`config.mk`:
```
export PLATFORM = sky130hd
export DESIGN_NAME = stream_substring_replace_core
export DESIGN_NICKNAME = d
export VERILOG_FILES = /design/src/rtl/ssr_pkg.sv /design/src/rtl/stream_substring_replace_core.sv /design/src/rtl/ssr_front.sv /design/src/rtl/ssr_fifo.sv /design/src/rtl/ssr_back.sv
export VERILOG_INCLUDE_DIRS = /design/src /design/src/rtl
export SDC_FILE = /design/constraint.sdc
export NUM_CORES = 1
export LEC_CHECK = 0
export ABC_CLOCK_PERIOD_IN_PS = 12540
export BUFFER_PORTS_ARGS = -buffer_cell sky130_fd_sc_hd__buf_4
export CAP_MARGIN = 0
export CORE_MARGIN = 2
export CORE_UTILIZATION = 25
export DETAILED_ROUTE_END_ITERATION = 10
export PLACE_DENSITY_LB_ADDON = 0.12
export SLEW_MARGIN = 20
export SYNTH_ARGS = -nofsm -noshare
export SYNTH_HDL_FRONTEND = slang
export SYNTH_SLANG_ARGS = --single-unit
```
`constraint.sdc`:
```
create_clock -name clk_i -period 12.54 [get_ports clk_i]
set_input_delay 1.881 -clock clk_i [delete_from_list [all_inputs] [get_ports clk_i]]
set_output_delay 1.881 -clock clk_i [all_outputs]
set_load 0.03 [all_outputs]
```
`src/rtl/stream_substring_replace_core_defines.svh`:
```
// Assertion macros for the substring replace core.
`ifndef STREAM_SUBSTRING_REPLACE_CORE_DEFINES_SVH
`define STREAM_SUBSTRING_REPLACE_CORE_DEFINES_SVH

`ifndef NO_ASSERTIONS
// Checked outside reset.
`define SSR_ASSERT(name, clk, rst_n, prop) \
  name: assert property (@(posedge clk) disable iff (!rst_n) prop) \
    else $error("ssr assertion failed");
// Checked on every edge, reset included.
`define SSR_ASSERT_ALWAYS(name, clk, prop) \
  name: assert property (@(posedge clk) prop) else $error("ssr assertion failed");
`else
`define SSR_ASSERT(name, clk, rst_n, prop)
`define SSR_ASSERT_ALWAYS(name, clk, prop)
`endif

`endif

```
`src/rtl/ssr_pkg.sv`:
```
package ssr_pkg;

  localparam int unsigned MAX_PATTERN = 8;
  localparam int unsigned MAX_REPLACE = 8;
  localparam int unsigned LEN_W       = 4;
  localparam int unsigned CFG_W       = 64;
  localparam int unsigned CFG_IDX_W   = 2;
  localparam int unsigned REC_BYTES   = 8;
  localparam int unsigned REC_CNT_W   = 4;
  localparam int unsigned REC_IDX_W   = $clog2(REC_BYTES);
  localparam int unsigned QUEUE_DEPTH = 2;

  typedef enum logic [CFG_IDX_W-1:0] {
    CFG_PATTERN_LEN   = 2'd0,
    CFG_PATTERN_BYTES = 2'd1,
    CFG_REPLACE_LEN   = 2'd2,
    CFG_REPLACE_BYTES = 2'd3
  } cfg_idx_e;

  typedef struct packed {
    logic [LEN_W-1:0] plen;
    logic [CFG_W-1:0] pbytes;
    logic [LEN_W-1:0] rlen;
    logic [CFG_W-1:0] rbytes;
  } cfg_t;

  // One queued action: cnt bytes of data to send, last marks end of text.
  // cnt == 0 with last set stands for an end-only marker.
  typedef struct packed {
    logic                   last;
    logic [REC_CNT_W-1:0]   cnt;
    logic [8*REC_BYTES-1:0] data;
  } rec_t;

endpackage

```
`src/rtl/stream_substring_replace_core.sv`:
```
// Streaming find-and-replace. Text comes in one byte per transaction (push/full),
// with in_last_i on the final byte; every leftmost, non-overlapping match of the
// pattern is replaced, and results leave one byte per transaction (empty/pop).
// The front window matcher takes one byte per cycle while full is low and turns
// each byte into at most one queued action of zero to eight result bytes; the
// back end sends one result per cycle, while results are popped, from a two-entry
// action queue. A byte that yields at most one result thus sustains one byte per
// cycle; one that yields more holds the back end while it sends them, and full
// rises once the queue is taken up. Configuration writes are taken at once;
// rewriting pattern_len drops any bytes held in the window.
`include "stream_substring_replace_core_defines.svh"

module stream_substring_replace_core #(
  parameter int unsigned MaxPattern = ssr_pkg::MAX_PATTERN
) (
  input  logic                          clk_i,
  input  logic                          rst_ni,
  input  logic                          cfg_we_i,
  input  logic [ssr_pkg::CFG_IDX_W-1:0] cfg_idx_i,
  input  logic [ssr_pkg::CFG_W-1:0]     cfg_data_i,
  input  logic                          push,
  output logic                          full,
  input  logic [7:0]                    in_byte_i,
  input  logic                          in_last_i,
  output logic                          empty,
  input  logic                          pop,
  output logic [7:0]                    out_byte_o,
  output logic                          out_has_byte_o,
  output logic                          out_last_o
);

  ssr_pkg::cfg_t cfg_q;
  logic          plen_wr;
  logic          accept;
  logic          front_push, q_full, q_valid, q_deq;
  ssr_pkg::rec_t front_rec, q_rec;

  always_ff @(posedge clk_i or negedge rst_ni) begin
    if (!rst_ni) begin
      cfg_q <= '{plen: ssr_pkg::LEN_W'(1), pbytes: '0, rlen: '0, rbytes: '0};
    end else if (cfg_we_i) begin
      case (ssr_pkg::cfg_idx_e'(cfg_idx_i))
        ssr_pkg::CFG_PATTERN_LEN:   cfg_q.plen   <= cfg_data_i[ssr_pkg::LEN_W-1:0];
        ssr_pkg::CFG_PATTERN_BYTES: cfg_q.pbytes <= cfg_data_i;
        ssr_pkg::CFG_REPLACE_LEN:   cfg_q.rlen   <= cfg_data_i[ssr_pkg::LEN_W-1:0];
        ssr_pkg::CFG_REPLACE_BYTES: cfg_q.rbytes <= cfg_data_i;
        default: ;
      endcase
    end
  end

  assign plen_wr = cfg_we_i && (cfg_idx_i == ssr_pkg::CFG_PATTERN_LEN);
  assign full    = q_full;
  assign accept  = push && !full;

  ssr_front #(
    .MaxPattern(MaxPattern)
  ) u_front (
    .clk_i   (clk_i),
    .rst_ni  (rst_ni),
    .cfg_i   (cfg_q),
    .clear_i (plen_wr),
    .valid_i (accept),
    .byte_i  (in_byte_i),
    .last_i  (in_last_i),
    .push_o  (front_push),
    .rec_o   (front_rec)
  );

  ssr_fifo u_fifo (
    .clk_i   (clk_i),
    .rst_ni  (rst_ni),
    .push_i  (front_push),
    .rec_i   (front_rec),
    .full_o  (q_full),
    .valid_o (q_valid),
    .rec_o   (q_rec),
    .pop_i   (q_deq)
  );

  ssr_back u_back (
    .clk_i          (clk_i),
    .rst_ni         (rst_ni),
    .valid_i        (q_valid),
    .rec_i          (q_rec),
    .deq_o          (q_deq),
    .pop_i          (pop),
    .empty_o        (empty),
    .out_byte_o     (out_byte_o),
    .out_has_byte_o (out_has_byte_o),
    .out_last_o     (out_last_o)
  );

  // A result either carries a byte or closes the text.
  `SSR_ASSERT(a_result_meaningful, clk_i, rst_ni, !empty |-> (out_has_byte_o || out_last_o))
  // End-only markers carry a zero byte.
  `SSR_ASSERT(a_marker_zero, clk_i, rst_ni, (!empty && !out_has_byte_o) |-> (out_byte_o == 8'h00))
  // Popping the last held result with nothing queued drains the output.
  `SSR_ASSERT(a_drain, clk_i, rst_ni, (pop && !empty && !q_valid) |=> empty)
  `SSR_ASSERT_ALWAYS(a_reset_empty, clk_i, !rst_ni |-> empty)

endmodule

```
`src/rtl/ssr_front.sv`:
```
module ssr_front #(
  parameter int unsigned MaxPattern = ssr_pkg::MAX_PATTERN
) (
  input  logic          clk_i,
  input  logic          rst_ni,
  input  ssr_pkg::cfg_t cfg_i,
  input  logic          clear_i,
  input  logic          valid_i,
  input  logic [7:0]    byte_i,
  input  logic          last_i,
  output logic          push_o,
  output ssr_pkg::rec_t rec_o
);

  localparam int unsigned CntW = $clog2(MaxPattern + 1);
  localparam int unsigned LenW = ssr_pkg::LEN_W;

  logic [CntW-1:0] cnt_q, cnt_d, cnt_new;
  logic [7:0]      win_q   [MaxPattern];
  logic [7:0]      win_new [MaxPattern];
  logic [7:0]      win_sh  [MaxPattern];
  logic [LenW-1:0] plen_eff, rlen_eff;
  logic            win_full, hit;

  always_comb begin
    if (cfg_i.plen == '0) begin
      plen_eff = LenW'(1);
    end else if (cfg_i.plen > LenW'(MaxPattern)) begin
      plen_eff = LenW'(MaxPattern);
    end else begin
      plen_eff = cfg_i.plen;
    end
    if (cfg_i.rlen > LenW'(ssr_pkg::MAX_REPLACE)) begin
      rlen_eff = LenW'(ssr_pkg::MAX_REPLACE);
    end else begin
      rlen_eff = cfg_i.rlen;
    end
  end

  assign cnt_new  = cnt_q + 1'b1;
  assign win_full = (LenW'(cnt_new) == plen_eff);

  // New byte lands at the current fill position.
  always_comb begin
    for (int i = 0; i < MaxPattern; i++) begin
      win_new[i] = (CntW'(i) == cnt_q) ? byte_i : win_q[i];
    end
    for (int i = 0; i < MaxPattern - 1; i++) begin
      win_sh[i] = win_new[i+1];
    end
    win_sh[MaxPattern-1] = win_new[MaxPattern-1];
  end

  always_comb begin
    hit = 1'b1;
    for (int i = 0; i < MaxPattern; i++) begin
      if ((LenW'(i) < plen_eff) && (win_new[i] != cfg_i.pbytes[8*i +: 8])) begin
        hit = 1'b0;
      end
    end
  end

  always_comb begin
    rec_o      = '0;
    rec_o.last = last_i;
    if (win_full && hit) begin
      rec_o.data = cfg_i.rbytes;
      rec_o.cnt  = rlen_eff;
    end else begin
      for (int i = 0; i < MaxPattern; i++) begin
        rec_o.data[8*i +: 8] = win_new[i];
      end
      // On a miss with a full window the oldest byte goes out; on the final byte the whole window does.
      if (last_i) begin
        rec_o.cnt = ssr_pkg::REC_CNT_W'(cnt_new);
      end else if (win_full) begin
        rec_o.cnt = ssr_pkg::REC_CNT_W'(1);
      end
    end
  end

  assign push_o = valid_i && ((rec_o.cnt != '0) || last_i);

  always_comb begin
    cnt_d = cnt_q;
    if (clear_i) begin
      cnt_d = '0;
    end else if (valid_i) begin
      if ((win_full && hit) || last_i) begin
        cnt_d = '0;
      end else if (win_full) begin
        cnt_d = cnt_q;
      end else begin
        cnt_d = cnt_new;
      end
    end
  end

  always_ff @(posedge clk_i or negedge rst_ni) begin
    if (!rst_ni) begin
      cnt_q <= '0;
    end else begin
      cnt_q <= cnt_d;
    end
  end

  always_ff @(posedge clk_i) begin
    if (valid_i) begin
      win_q <= win_full ? win_sh : win_new;
    end
  end

endmodule

```
`src/rtl/ssr_fifo.sv`:
```
module ssr_fifo (
  input  logic          clk_i,
  input  logic          rst_ni,
  input  logic          push_i,
  input  ssr_pkg::rec_t rec_i,
  output logic          full_o,
  output logic          valid_o,
  output ssr_pkg::rec_t rec_o,
  input  logic          pop_i
);

  localparam int unsigned Depth = ssr_pkg::QUEUE_DEPTH;
  localparam int unsigned PtrW  = (Depth > 1) ? $clog2(Depth) : 1;
  localparam int unsigned CntW  = $clog2(Depth + 1);

  ssr_pkg::rec_t   mem_q [Depth];
  logic [PtrW-1:0] wr_ptr_q, rd_ptr_q;
  logic [CntW-1:0] cnt_q;
  logic            do_push, do_pop;

  assign full_o  = (cnt_q == CntW'(Depth));
  assign valid_o = (cnt_q != '0);
  assign rec_o   = mem_q[rd_ptr_q];
  assign do_push = push_i && !full_o;
  assign do_pop  = pop_i && valid_o;

  function automatic logic [PtrW-1:0] ptr_inc(input logic [PtrW-1:0] p);
    return (p == PtrW'(Depth - 1)) ? '0 : p + 1'b1;
  endfunction

  always_ff @(posedge clk_i or negedge rst_ni) begin
    if (!rst_ni) begin
      wr_ptr_q <= '0;
      rd_ptr_q <= '0;
      cnt_q    <= '0;
    end else begin
      if (do_push) begin
        wr_ptr_q <= ptr_inc(wr_ptr_q);
      end
      if (do_pop) begin
        rd_ptr_q <= ptr_inc(rd_ptr_q);
      end
      if (do_push && !do_pop) begin
        cnt_q <= cnt_q + 1'b1;
      end else if (do_pop && !do_push) begin
        cnt_q <= cnt_q - 1'b1;
      end
    end
  end

  always_ff @(posedge clk_i) begin
    if (do_push) begin
      mem_q[wr_ptr_q] <= rec_i;
    end
  end

endmodule

```
`src/rtl/ssr_back.sv`:
```
module ssr_back (
  input  logic          clk_i,
  input  logic          rst_ni,
  input  logic          valid_i,
  input  ssr_pkg::rec_t rec_i,
  output logic          deq_o,
  input  logic          pop_i,
  output logic          empty_o,
  output logic [7:0]    out_byte_o,
  output logic          out_has_byte_o,
  output logic          out_last_o
);

  localparam int unsigned CntW = ssr_pkg::REC_CNT_W;

  logic                           out_valid_q;
  logic [ssr_pkg::REC_IDX_W-1:0]  idx_q;
  logic                           load, take, is_end, marker;
  logic [7:0]                     byte_q;
  logic                           has_q, last_q;

  assign load    = !out_valid_q || pop_i;
  assign take    = load && valid_i;
  assign marker  = (rec_i.cnt == '0);
  assign is_end  = marker || ((CntW'(idx_q) + 1'b1) == rec_i.cnt);
  assign deq_o   = take && is_end;

  always_ff @(posedge clk_i or negedge rst_ni) begin
    if (!rst_ni) begin
      out_valid_q <= 1'b0;
      idx_q       <= '0;
    end else begin
      if (load) begin
        out_valid_q <= valid_i;
      end
      if (take) begin
        idx_q <= is_end ? '0 : idx_q + 1'b1;
      end
    end
  end

  always_ff @(posedge clk_i) begin
    if (take) begin
      byte_q <= marker ? 8'h00 : rec_i.data[8*idx_q +: 8];
      has_q  <= !marker;
      last_q <= rec_i.last && is_end;
    end
  end

  assign empty_o        = !out_valid_q;
  assign out_byte_o     = byte_q;
  assign out_has_byte_o = has_q;
  assign out_last_o     = last_q;

endmodule
```
# After elaboration in Yosys (flattened, before gate mapping)
# Memories as Yosys holds them, arrays and structs flattened.
# Cells that the tools add are included.
[word_totals]
regBits = 222
latchBits = 0
ramBits = 138
mem_bits_ro = 0
word_cells = 137
n_memories = 1
[classes]
n_addsub = 7
multipliers = 0
n_div = 0
magnitude_cmp = 10
eq_ne = 22
shift = 1
mux = 34
n_bitwise = 0
reduce_logical = 41
[mem_list]
columns = ["name", "depth", "width", "read_ports", "rd_clocked_by_memory_dff", "write_ports", "line_no", "source"]
rows = [
  ["u_fifo.mem_q", 2, 69, 1, 0, 1, "ssr_fifo.sv:16", "ssr_pkg::rec_t mem_q [Depth];"],
]
[op_table]
columns = ["op", "n"]
rows = [
  ["68-bit two-way mux", 1],
  ["64-bit two-way mux", 1],
  ["8-bit two-way mux", 8],
  ["8-bit inequality test", 8],
  ["64-bit by 7-bit indexed part select with 8-bit output", 1],
  ["4-bit two-way mux", 8],
  ["1-bit logical AND", 19],
  ["3-bit by 4-bit equality test with 1-bit output, first input constant", 4],
  ["3-bit by 4-bit < comparator with 1-bit output, first input constant", 4],
  ["1-bit two-way mux", 13],
  ["4-bit zero test", 3],
  ["2-bit AND reduction", 5],
  ["2-bit by 4-bit equality test with 1-bit output, first input constant", 2],
  ["4-bit equality test", 2],
  ["4-bit > comparator, second input constant", 2],
  ["1-bit by 4-bit < comparator with 1-bit output, first input constant", 2],
  ["2-bit by 4-bit < comparator with 1-bit output, first input constant", 2],
  ["2-bit equality test, second input constant", 3],
  ["2-bit nonzero test", 3],
  ["1-bit zero test", 5],
  ["3-bit by 1-bit adder with 4-bit output, second input constant", 1],
  ["4-bit by 1-bit adder with 4-bit output, second input constant", 1],
  ["1-bit by 4-bit equality test with 1-bit output, first input constant", 1],
  ["1-bit logical OR", 4],
  ["other kinds (10)", 12],
]

# Depth between registers and ports, before layout
# Gate-level depths: netlist (run 1).
[depth]
word_depth = 23
depth_mapped = 17
depth_no_buf = 15

# By module
# A second synthesis (run 1) with hierarchy kept.
[hier_totals]
cells_unflattened = 1418
area_unflattened_um2 = 18784.3
[by_module_without_submodules]
columns = ["module", "instances", "cells_each", "area_each_um2", "seq_area_each_um2"]
rows = [
  ["ssr_front", 1, 802, 6734.0, 2021.9],
  ["ssr_fifo", 1, 234, 5529.1, 4244.1],
  ["stream_substring_replace_core", 1, 290, 5411.4, 3404.5],
  ["ssr_back", 1, 92, 1109.8, 400.4],
]

# Worst setup path before layout (run 1)
# No wires, ideal clock.
[synth_timing]
kind = "in2reg"
start = "input in_byte_i[6]"
end = "memory u_fifo.mem_q[1][0] (netlist name) (enable)"
setup_time_ns = 0.599
t_arrival_ns = 8.574
slack_ns = 3.367
cell_stages = 10
n_path_buf = 2
cell_sequence = "clkbuf_1 -> inv_1 -> o2111a_1 -> o311a_1 -> nand4_1 -> a2111oi_0 -> o211ai_1 -> buf_2 -> o21ai_1 -> a211oi_1"
[synth_via]
elab_chain_cells = 19
[synth_lines]
columns = ["item", "line_no", "source"]
rows = [
  ["start, declared", "stream_substring_replace_core.sv:23", "input logic [7:0] in_byte_i,"],
  ["8-bit two-way mux", "ssr_front.sv:46", "win_new[i] = (CntW'(i) == cnt_q) ? byte_i : win_q[i];"],
  ["8-bit inequality test", "ssr_front.sv:57", "if ((LenW'(i) < plen_eff) && (win_new[i] != cfg_i.pbytes[8*i +: 8])) begin"],
  ["1-bit logical AND", "ssr_front.sv:57", ""],
  ["1-bit two-way mux (7 in a row)", "ssr_front.sv:57", ""],
  ["1-bit two-way mux *", "ssr_front.sv:57", ""],
  ["1-bit logical AND *", "ssr_front.sv:66", "if (win_full && hit) begin"],
  ["68-bit two-way mux *", "ssr_front.sv:66", ""],
  ["4-bit nonzero test *", "ssr_front.sv:82", "assign push_o = valid_i && ((rec_o.cnt != '0) || last_i);"],
  ["1-bit logical OR *", "ssr_front.sv:82", ""],
  ["1-bit logical AND *", "ssr_front.sv:82", ""],
  ["1-bit logical AND *", "ssr_fifo.sv:24", "assign do_push = push_i && !full_o;"],
  ["1-bit two-way mux *", "ssr_fifo.sv:52", "if (do_push) begin"],
  ["1-bit two-way mux (not written as such) *", "ssr_fifo.sv:53", "mem_q[wr_ptr_q] <= rec_i;"],
  ["end, declared", "ssr_fifo.sv:16", ""],
]
# Every way passes the cells marked *; elsewhere a longest branch is shown, timed or not.

==> flow_metrics.py, run 1 <==
metrics = {
    "layout": {
        "drive_gt1_frac": 0.2282,
        "nets": 1596,
        "area_growth_pct": 18.09,
        "final_common_cell": "nor2_1",
        "final_cell_mix": "218 x nor2_1, 212 x edfxtp_1, 146 x dfrtp_1",
        "fillers": 6939,
        "final_area_sq_um": 20270,
    },
    "timing": {
        "drv_slew": 0,
        "hold_viol": 0,
        "fin_crit_sh": 0.4527,
        "skew_ps": 19.90,
        "rsz0062_at_grt": "no",
        "fin_tns_setup_ps": 0,
        "worst_slew_pin_slew_ps": 1072,
        "whs_ps": 505.4,
        "setup_violations": 0,
        "min_period_ps": 5676,
        "slew_headroom": 0.2852,
        "worst_slack_ps": 6864,
        "max_freq_ghz": 0.1762,
    },
    "logic_synthesis": {
        "synthAdderAreaFrac": 0.004373,
        "syn_area_sq_um": 17170,
        "ys_seq_elements": 360,
        "seq_area_frac_synth": 0.5867,
        "synth_async_sr_flop_share": 0.4111,
        "synth-compound-area-share": 0.1044,
        "synth-xor-area-share": 0.02704,
        "synth_simple_gate_area_share": 0.09366,
        "synthDistinctLibCells": 64,
        "synthTopCellsByArea": "edfxtp_1 37%, dfrtp_1 21%, mux2_2 9.3%, nor2_1 4.8%, mux2i_1 3.8%",
        "syn_avg_cell_area_sq_um": 12.00,
        "synthFlopType": "edfxtp_1",
        "synth_top_family_by_area": "multiplexers",
        "ys.warnings.count": 0,
        "syn-num-nets": 1516,
        "synth-edff-count": 212,
        "synth_top_area_share": 0.3708,
        "syn_inst": 1430,
        "yosysTopAreaCell": "edfxtp_1",
        "muxShareOfSynthArea": 0.1528,
    },
    "power_and_ir_drop": {
        "power.density_nw_per_um2": 236.0,
        "vdd_drop_max_v": 0.00009641,
        "power.leakage_nw": 7.797,
        "power_mw": 4.784,
    },
    "global_route": {
        "grt_pass1_vias": 12276,
        "antenna_found_initial": 0,
        "grt_pass1_wl_microns": 86510,
        "track_usage": 0.1671,
        "overflow": 0,
        "grt_max_degree": 70,
    },
    "clock_network": {
        "post_cts_buffers": 0,
        "ctsLongestPathBuffers": 3,
        "cts-resized-gates": 0,
        "htreeDepth": 2,
        "ctsRootBufferMaster": "clkbuf_16",
        "clkTransAtPathRegs_ps": 60,
        "cts_tree": "built",
        "hold_buffers": 0,
        "insertion_delay_ps": 580,
        "cts.sinks": 360,
        "cts_buffers": 45,
    },
    "die": {
        "die_y_microns": 266.0,
        "die_x_microns": 266.0,
        "ios": 92,
        "die-area_sq_um": 70780,
        "start_util": 0.2512,
        "rows": 96,
        "core_sq_um": 68350,
    },
    "flow_run": {
        "max-cap-violations": 0,
    },
    "placement": {
        "post-dp-hpwl_microns": 41660,
        "placed_cell_area_sq_um": 18830,
        "post-place-ws_ps": 6424,
        "place_congestion": 0.8310,
        "io_buffers": 91,
    },
    "setup_path": {
        "cp-end-kind": "flip-flop",
        "critical_path.top_delay_family": "compound AO/OA/AOI/OAI gates",
        "worstPathCellList": "buf_4 -> inv_1 -> nor2_1 -> a21oi_1 -> o21ai_0 -> or4_1 -> a2111oi_0 -> o211ai_1 -> buf_4 -> buf_4 -> a21oi_1",
        "crit_fanout": 69,
        "cpMostUsedCell": "buf_4",
        "critPathLaunchType": "input port",
        "slowest_stage": "or4_1",
        "cp.required_ps": 12850,
        "path_buf_inv": 4,
        "cp.arrival_ps": 5980,
        "criticalPathCategory": "in2reg",
        "slowest_delay_ps": 570,
    },
    "routing": {
        "postRouteAntennaNets": 0,
        "vias": 12040,
        "dr.pass1.iters": 7,
        "wl_microns": 59030,
        "dr.first_iter.drc_count": 999,
        "viasPerCell": 4.953,
        "wire_per_inst_microns": 24.28,
        "route.detailed.drc": 0,
    },
    "hold_path": {
        "hold_path_class": "reg2reg",
    },
    "outcome": {
        "status": "finished, final reports clean",
    },
}
Yosys cell counts (6+ instances only):
| cell type | count |
|---|---|
| xnor2_1 | 30 |
| a31oi_1 | 14 |
| inv_1 | 57 |
| a21oi_1 | 107 |
| nor2_1 | 218 |
| mux4_2 | 16 |
| xor2_1 | 23 |
| nand4_1 | 8 |
| ha_1 | 6 |
| buf_1 | 10 |
| a2111oi_0 | 6 |
| nand2b_1 | 8 |
| mux2_2 | 142 |
| nand3_1 | 17 |
| nor3_1 | 14 |
| o21ai_0 | 26 |
| a221oi_1 | 6 |
| o22ai_1 | 65 |
| nor2b_1 | 8 |
| buf_2 | 24 |
| nand2_1 | 64 |
| o221ai_1 | 19 |
| dfrtp_1 | 147 |
| edfxtp_1 | 212 |
| mux2i_1 | 65 |
| clkbuf_1 | 42 |
power by group:
part	internal [mW]	switching, mW
registers	1.71	0.318
logic	0.557	0.930
clock network	0.748	0.519
total	3.02	1.77
metal layers:
| layer | track usage | part of all wire | vias to the layer above | routed length, microns |
|---|---|---|---|---|
| met2 | 0.2518 | 0.44 | 360 | 25920 |
| li1 | - | - | 5471 | - |
| met3 | 0.02421 | 0.051 | 82 | 3026 |
| met5 | 0 | 0 | - | 0 |
| met4 | 0.04343 | 0.020 | 0 | 1155 |
| met1 | 0.2495 | 0.49 | 6127 | 28930 |
area by class of cell:
type	count	area (sq um)	share of cell area
sequential	360	10070	0.4970
tap	882	1104	0.05444
clock inverter	20	126.4	0.006234
inverter	58	217.7	0.01074
timing repair buffer	109	822.0	0.04055
multi-input combinational	936	6611	0.3261
clock buffer	64	1311	0.06468
antenna	2	5.005	0.0002469
final timing paths:
path / from / endpoint / slack (ps) / cells past startpoint
max reg2reg: u_front.cnt_q[0] / u_fifo.mem_q[1][51] / 7040 / 11
max in group asynchronous: rst_ni / cfg_q[84] / 10100 / 2
min reg2reg: cfg_q[0] / cfg_q[0] / 510 / 1
min in group asynchronous: rst_ni / cfg_q[62] / 1200 / 1
min: cfg_q[0] / cfg_q[0] / 510 / 1
max: in_byte_i[6] / u_fifo.mem_q[1][51] / 6860 / 11
state kept, by name, indices dropped and copies added (netlist names):
name / count
u_front.cnt_q: 4
u_back.out_has_byte_o: 1
u_front.win_q: 64
u_back.out_last_o: 1
cfg_q: 136
u_fifo.mem_q: 138
u_back.out_byte_o: 8
u_fifo.wr_ptr_q: 1
u_fifo.rd_ptr_q: 1
u_back.out_valid_q: 1
u_back.idx_q: 3
u_fifo.cnt_q: 2
kinds of logic (layout without fill, tap and decap cells):
| group | Yosys count | count (layout) |
|---|---|---|
| AOI/OAI and AO/OA | 285 | 285 |
| xor gates and xnor gates | 53 | 53 |
| adders and majority gates | 6 | 6 |
| buffers and inverters | 134 | 251 |
| DFF | 360 | 360 |
| muxes | 224 | 224 |
| other | 0 | 2 |
| and+or+nand+nor | 368 | 368 |
stage by stage:
step,util,std cells
floorplan,-,1430
global placement,0.2755,2345
detailed placement,0.2755,2345
CTS,0.2965,2429
global route,0.2965,2429
finish,0.2966,2431
Note: power is estimated with default switching activity, not from simulation.
==> inputs of run 2 (changes only) <==
--- a/config.mk
+++ b/config.mk
@@ -6,7 +6,8 @@
 export SDC_FILE = /design/constraint.sdc
 export NUM_CORES = 1
 export LEC_CHECK = 0
-export ABC_CLOCK_PERIOD_IN_PS = 12540
+export ABC_AREA = 1
+export ABC_CLOCK_PERIOD_IN_PS = 5720
 export BUFFER_PORTS_ARGS = -buffer_cell sky130_fd_sc_hd__buf_4
 export CAP_MARGIN = 0
 export CORE_MARGIN = 2
==> constraint.sdc (replaced) <==
create_clock -name clk_i -period 5.72 [get_ports clk_i]
set_input_delay 0.858 -clock clk_i [delete_from_list [all_inputs] [get_ports clk_i]]
set_output_delay 0.858 -clock clk_i [all_outputs]
set_load 0.03 [all_outputs]
==> run 2 against run 1 <==
Synthesized cell count is 40% higher. Non-clock buffer count is 7 higher. Sequential share of layout area is 1.3 points lower. Combinational power grew to 2.7 times the previous value. Count of clock-buffer cells in the layout is 5 lower. Global-route usage hardly changed. Power is 130% higher. Via count is 16% higher. Critical path depth is 14 higher. Die area is 2.7% higher. Critical path type is now reg2reg. Critical endpoint is now u_fifo.cnt_q[1]. Largest power group unchanged. Highest routed layer unchanged.
==> flow_metrics.py, run 2 <==
metrics = {
    "setup_path": {
        "crit_fanout": 22,
        "cp-end-kind": "flip-flop",
        "criticalPathCategory": "reg2reg",
        "cp.required_ps": 6170,
        "cp.arrival_ps": 5160,
        "critPathLaunchType": "flip-flop",
    },
    "placement": {
        "dp_cells": 2955,
        "post-dp-hpwl_microns": 43830,
        "placed_cell_area_sq_um": 19290,
        "io_buffers": 91,
        "place_congestion": 0.8700,
    },
    "die": {
        "die-area_sq_um": 72680,
        "ios": 92,
        "die_x_microns": 269.6,
        "start_util": 0.2523,
        "core_sq_um": 69910,
        "rows": 97,
        "die_y_microns": 269.6,
    },
    "routing": {
        "wire_per_inst_microns": 20.17,
        "route.detailed.drc": 0,
        "dr.first_iter.drc_count": 1080,
        "wl_microns": 61240,
        "postRouteAntennaNets": 0,
        "vias": 13992,
        "viasPerCell": 4.609,
        "dr.pass1.iters": 5,
    },
    "layout": {
        "fin_cells": 3036,
        "nets": 2147,
        "final_common_cell": "nand2_1",
        "largest_reg_flops": 138,
        "final_cell_mix": "601 x nand2_1, 238 x o21ai_0, 212 x edfxtp_1",
        "largestRegisters": "u_fifo.mem_q x138, cfg_q x136, u_front.win_q x64",
        "fin_util": 0.2974,
        "final_area_sq_um": 20790,
        "drive_gt1_frac": 0.1083,
        "antenna_cells": 0,
        "area_growth_pct": 17.92,
        "top_register": "u_fifo.mem_q",
    },
    "timing": {
        "setup_violations": 0,
        "hold_viol": 0,
        "fin_crit_sh": 0.8225,
        "drv_slew": 0,
        "min_period_ps": 4704,
        "rsz0062_at_grt": "no",
        "fin_tns_setup_ps": 0,
        "slew_headroom": 0.3147,
        "max_freq_ghz": 0.2126,
        "skew_ps": 12.63,
        "worst_slew_pin_slew_ps": 1019,
    },
    "clock_network": {
        "clkTransAtPathRegs_ps": 60,
        "ctsLongestPathBuffers": 3,
        "post_cts_buffers": 0,
        "cts_buffers": 44,
        "insertion_delay_ps": 580,
        "hold_buffers": 0,
        "cts_tree": "built",
        "ctsRootBufferMaster": "clkbuf_16",
        "cts.sinks": 360,
        "htreeDepth": 2,
        "cts-resized-gates": 0,
    },
    "global_route": {
        "track_usage": 0.1672,
        "antenna_found_initial": 2,
        "grt_pass1_vias": 13830,
        "overflow": 0,
        "grt_pass1_wl_microns": 91180,
        "grt_max_degree": 85,
    },
    "logic_synthesis": {
        "synthAdderAreaFrac": 0.004257,
        "yosysMostFrequentCell": "nand2_1",
        "syn_inst": 1998,
        "ys_seq_elements": 360,
        "seq_area_frac_synth": 0.5711,
        "syn_area_sq_um": 17630,
        "synth-compound-area-share": 0.1147,
        "syn_avg_cell_area_sq_um": 8.826,
        "synth_simple_gate_area_share": 0.2258,
        "syn-num-nets": 2084,
        "yosys-top-cells-count": "601 x nand2_1, 238 x o21ai_0, 212 x edfxtp_1",
        "synthFlopType": "edfxtp_1",
        "synth_top_area_share": 0.3610,
        "synth_async_sr_flop_share": 0.4111,
        "synth-xor-area-share": 0.003973,
        "synthDistinctLibCells": 42,
        "ys.warnings.count": 0,
        "synth_top_family_by_area": "simple AND/OR/NAND/NOR gates",
        "muxShareOfSynthArea": 0.009082,
        "synthTopCellsByArea": "edfxtp_1 36%, dfrtp_1 21%, nand2_1 13%, o21ai_0 6.8%, inv_1 4.3%",
        "yosysTopAreaCell": "edfxtp_1",
        "synth-edff-count": 212,
    },
    "flow_run": {
        "max-cap-violations": 0,
    },
    "power_and_ir_drop": {
        "power.leakage_nw": 9.091,
        "vdd_drop_max_v": 0.0002635,
        "power.density_nw_per_um2": 534.5,
        "power_mw": 11.12,
    },
    "outcome": {
        "status": "finished, final reports clean",
    },
    "hold_path": {
        "hold_path_class": "in2async",
    },
}
[run 2: cell types whose count changed after synthesis, moves of 78 or more]
cell     before  now
nand2_1      64  601
nand3_1      17  105
a21oi_1     107   29
o21ai_0      26  238
mux2_2      142    0
inv_1        57  201
nor2_1      218  136
[run 2: per-layer routing]
metal / wire [microns] / global-route usage / vias up
li1: - / - / 6807
met1: 30040 / 0.2447 / 6829
met2: 27500 / 0.2615 / 288
met3: 2489 / 0.02226 / 68
met4: 1214 / 0.03816 / 0
met5: 0 / 0 / -
[run 2: report_power, final]
part,internal [mW],switching [mW],leakage (nW)
logic,1.14,2.82,4.52
registers,3.84,0.374,3.83
clock network,1.78,1.16,0.740
[run 2: stage by stage]
step / hold WS [ps] / worst slack [ps]
finish: 208.7 / 1016
global route: 219.2 / 487.7
CTS: 207.8 / 1012
detailed placement: 464.1 / 1045
global placement: 462.0 / 1152
floorplan: 441.9 / 498.1
[run 2: worst paths after layout]
check                                  from            endpoint  slack (ps)  cells past startpoint
min                                  rst_ni  u_back.out_valid_q         210                      1
max in group asynchronous            rst_ni           cfg_q[21]        4370                      2
min reg2reg                 u_fifo.wr_ptr_q     u_fifo.wr_ptr_q         470                      2
max reg2reg                u_front.cnt_q[0]     u_fifo.cnt_q[1]        1020                     25
min in group clk_i                      pop  u_back.out_valid_q         470                      2
max                        u_front.cnt_q[0]     u_fifo.cnt_q[1]        1020                     25
[run 2: critical path: stages, from the launching register on]
cell and delay, ps:
dfrtp_1 470, inv_1 170, ha_1 610, nand3_1 520, nand2_1 280, nand2_1 100
nand2_1 60, nand2_1 50, inv_1 50, nand2_1 50, nor2_1 90, nand2_1 100
nand2_1 70, nand3_1 110, nand2_2 140, nand3_4 260, nand2_1 150, nand2_1 100
nor2_1 110, nand3_1 160, nand2_1 200, inv_1 70, ha_1 300, a21oi_1 120
o21ai_0 110, xor2_1 150
[run 2: area by class of cell]
type | instances | area [sq um]
clock buffer | 59 | 1270
clock inverter | 22 | 235.2
fill | 7493 | 49110
inverter | 209 | 784.5
multi-input combinational | 1330 | 6356
sequential | 360 | 10070
tap | 940 | 1176
timing repair buffer | 116 | 899.6
[run 2: logic make-up after synthesis]
logic type	Yosys count
AND/OR/NAND/NOR	929
AO/OA/AOI/OAI	371
flip-flops	360
buffers and inverters	308
multiplexers	16
XOR/XNOR	8
adder cells (fa/ha/maj)	6
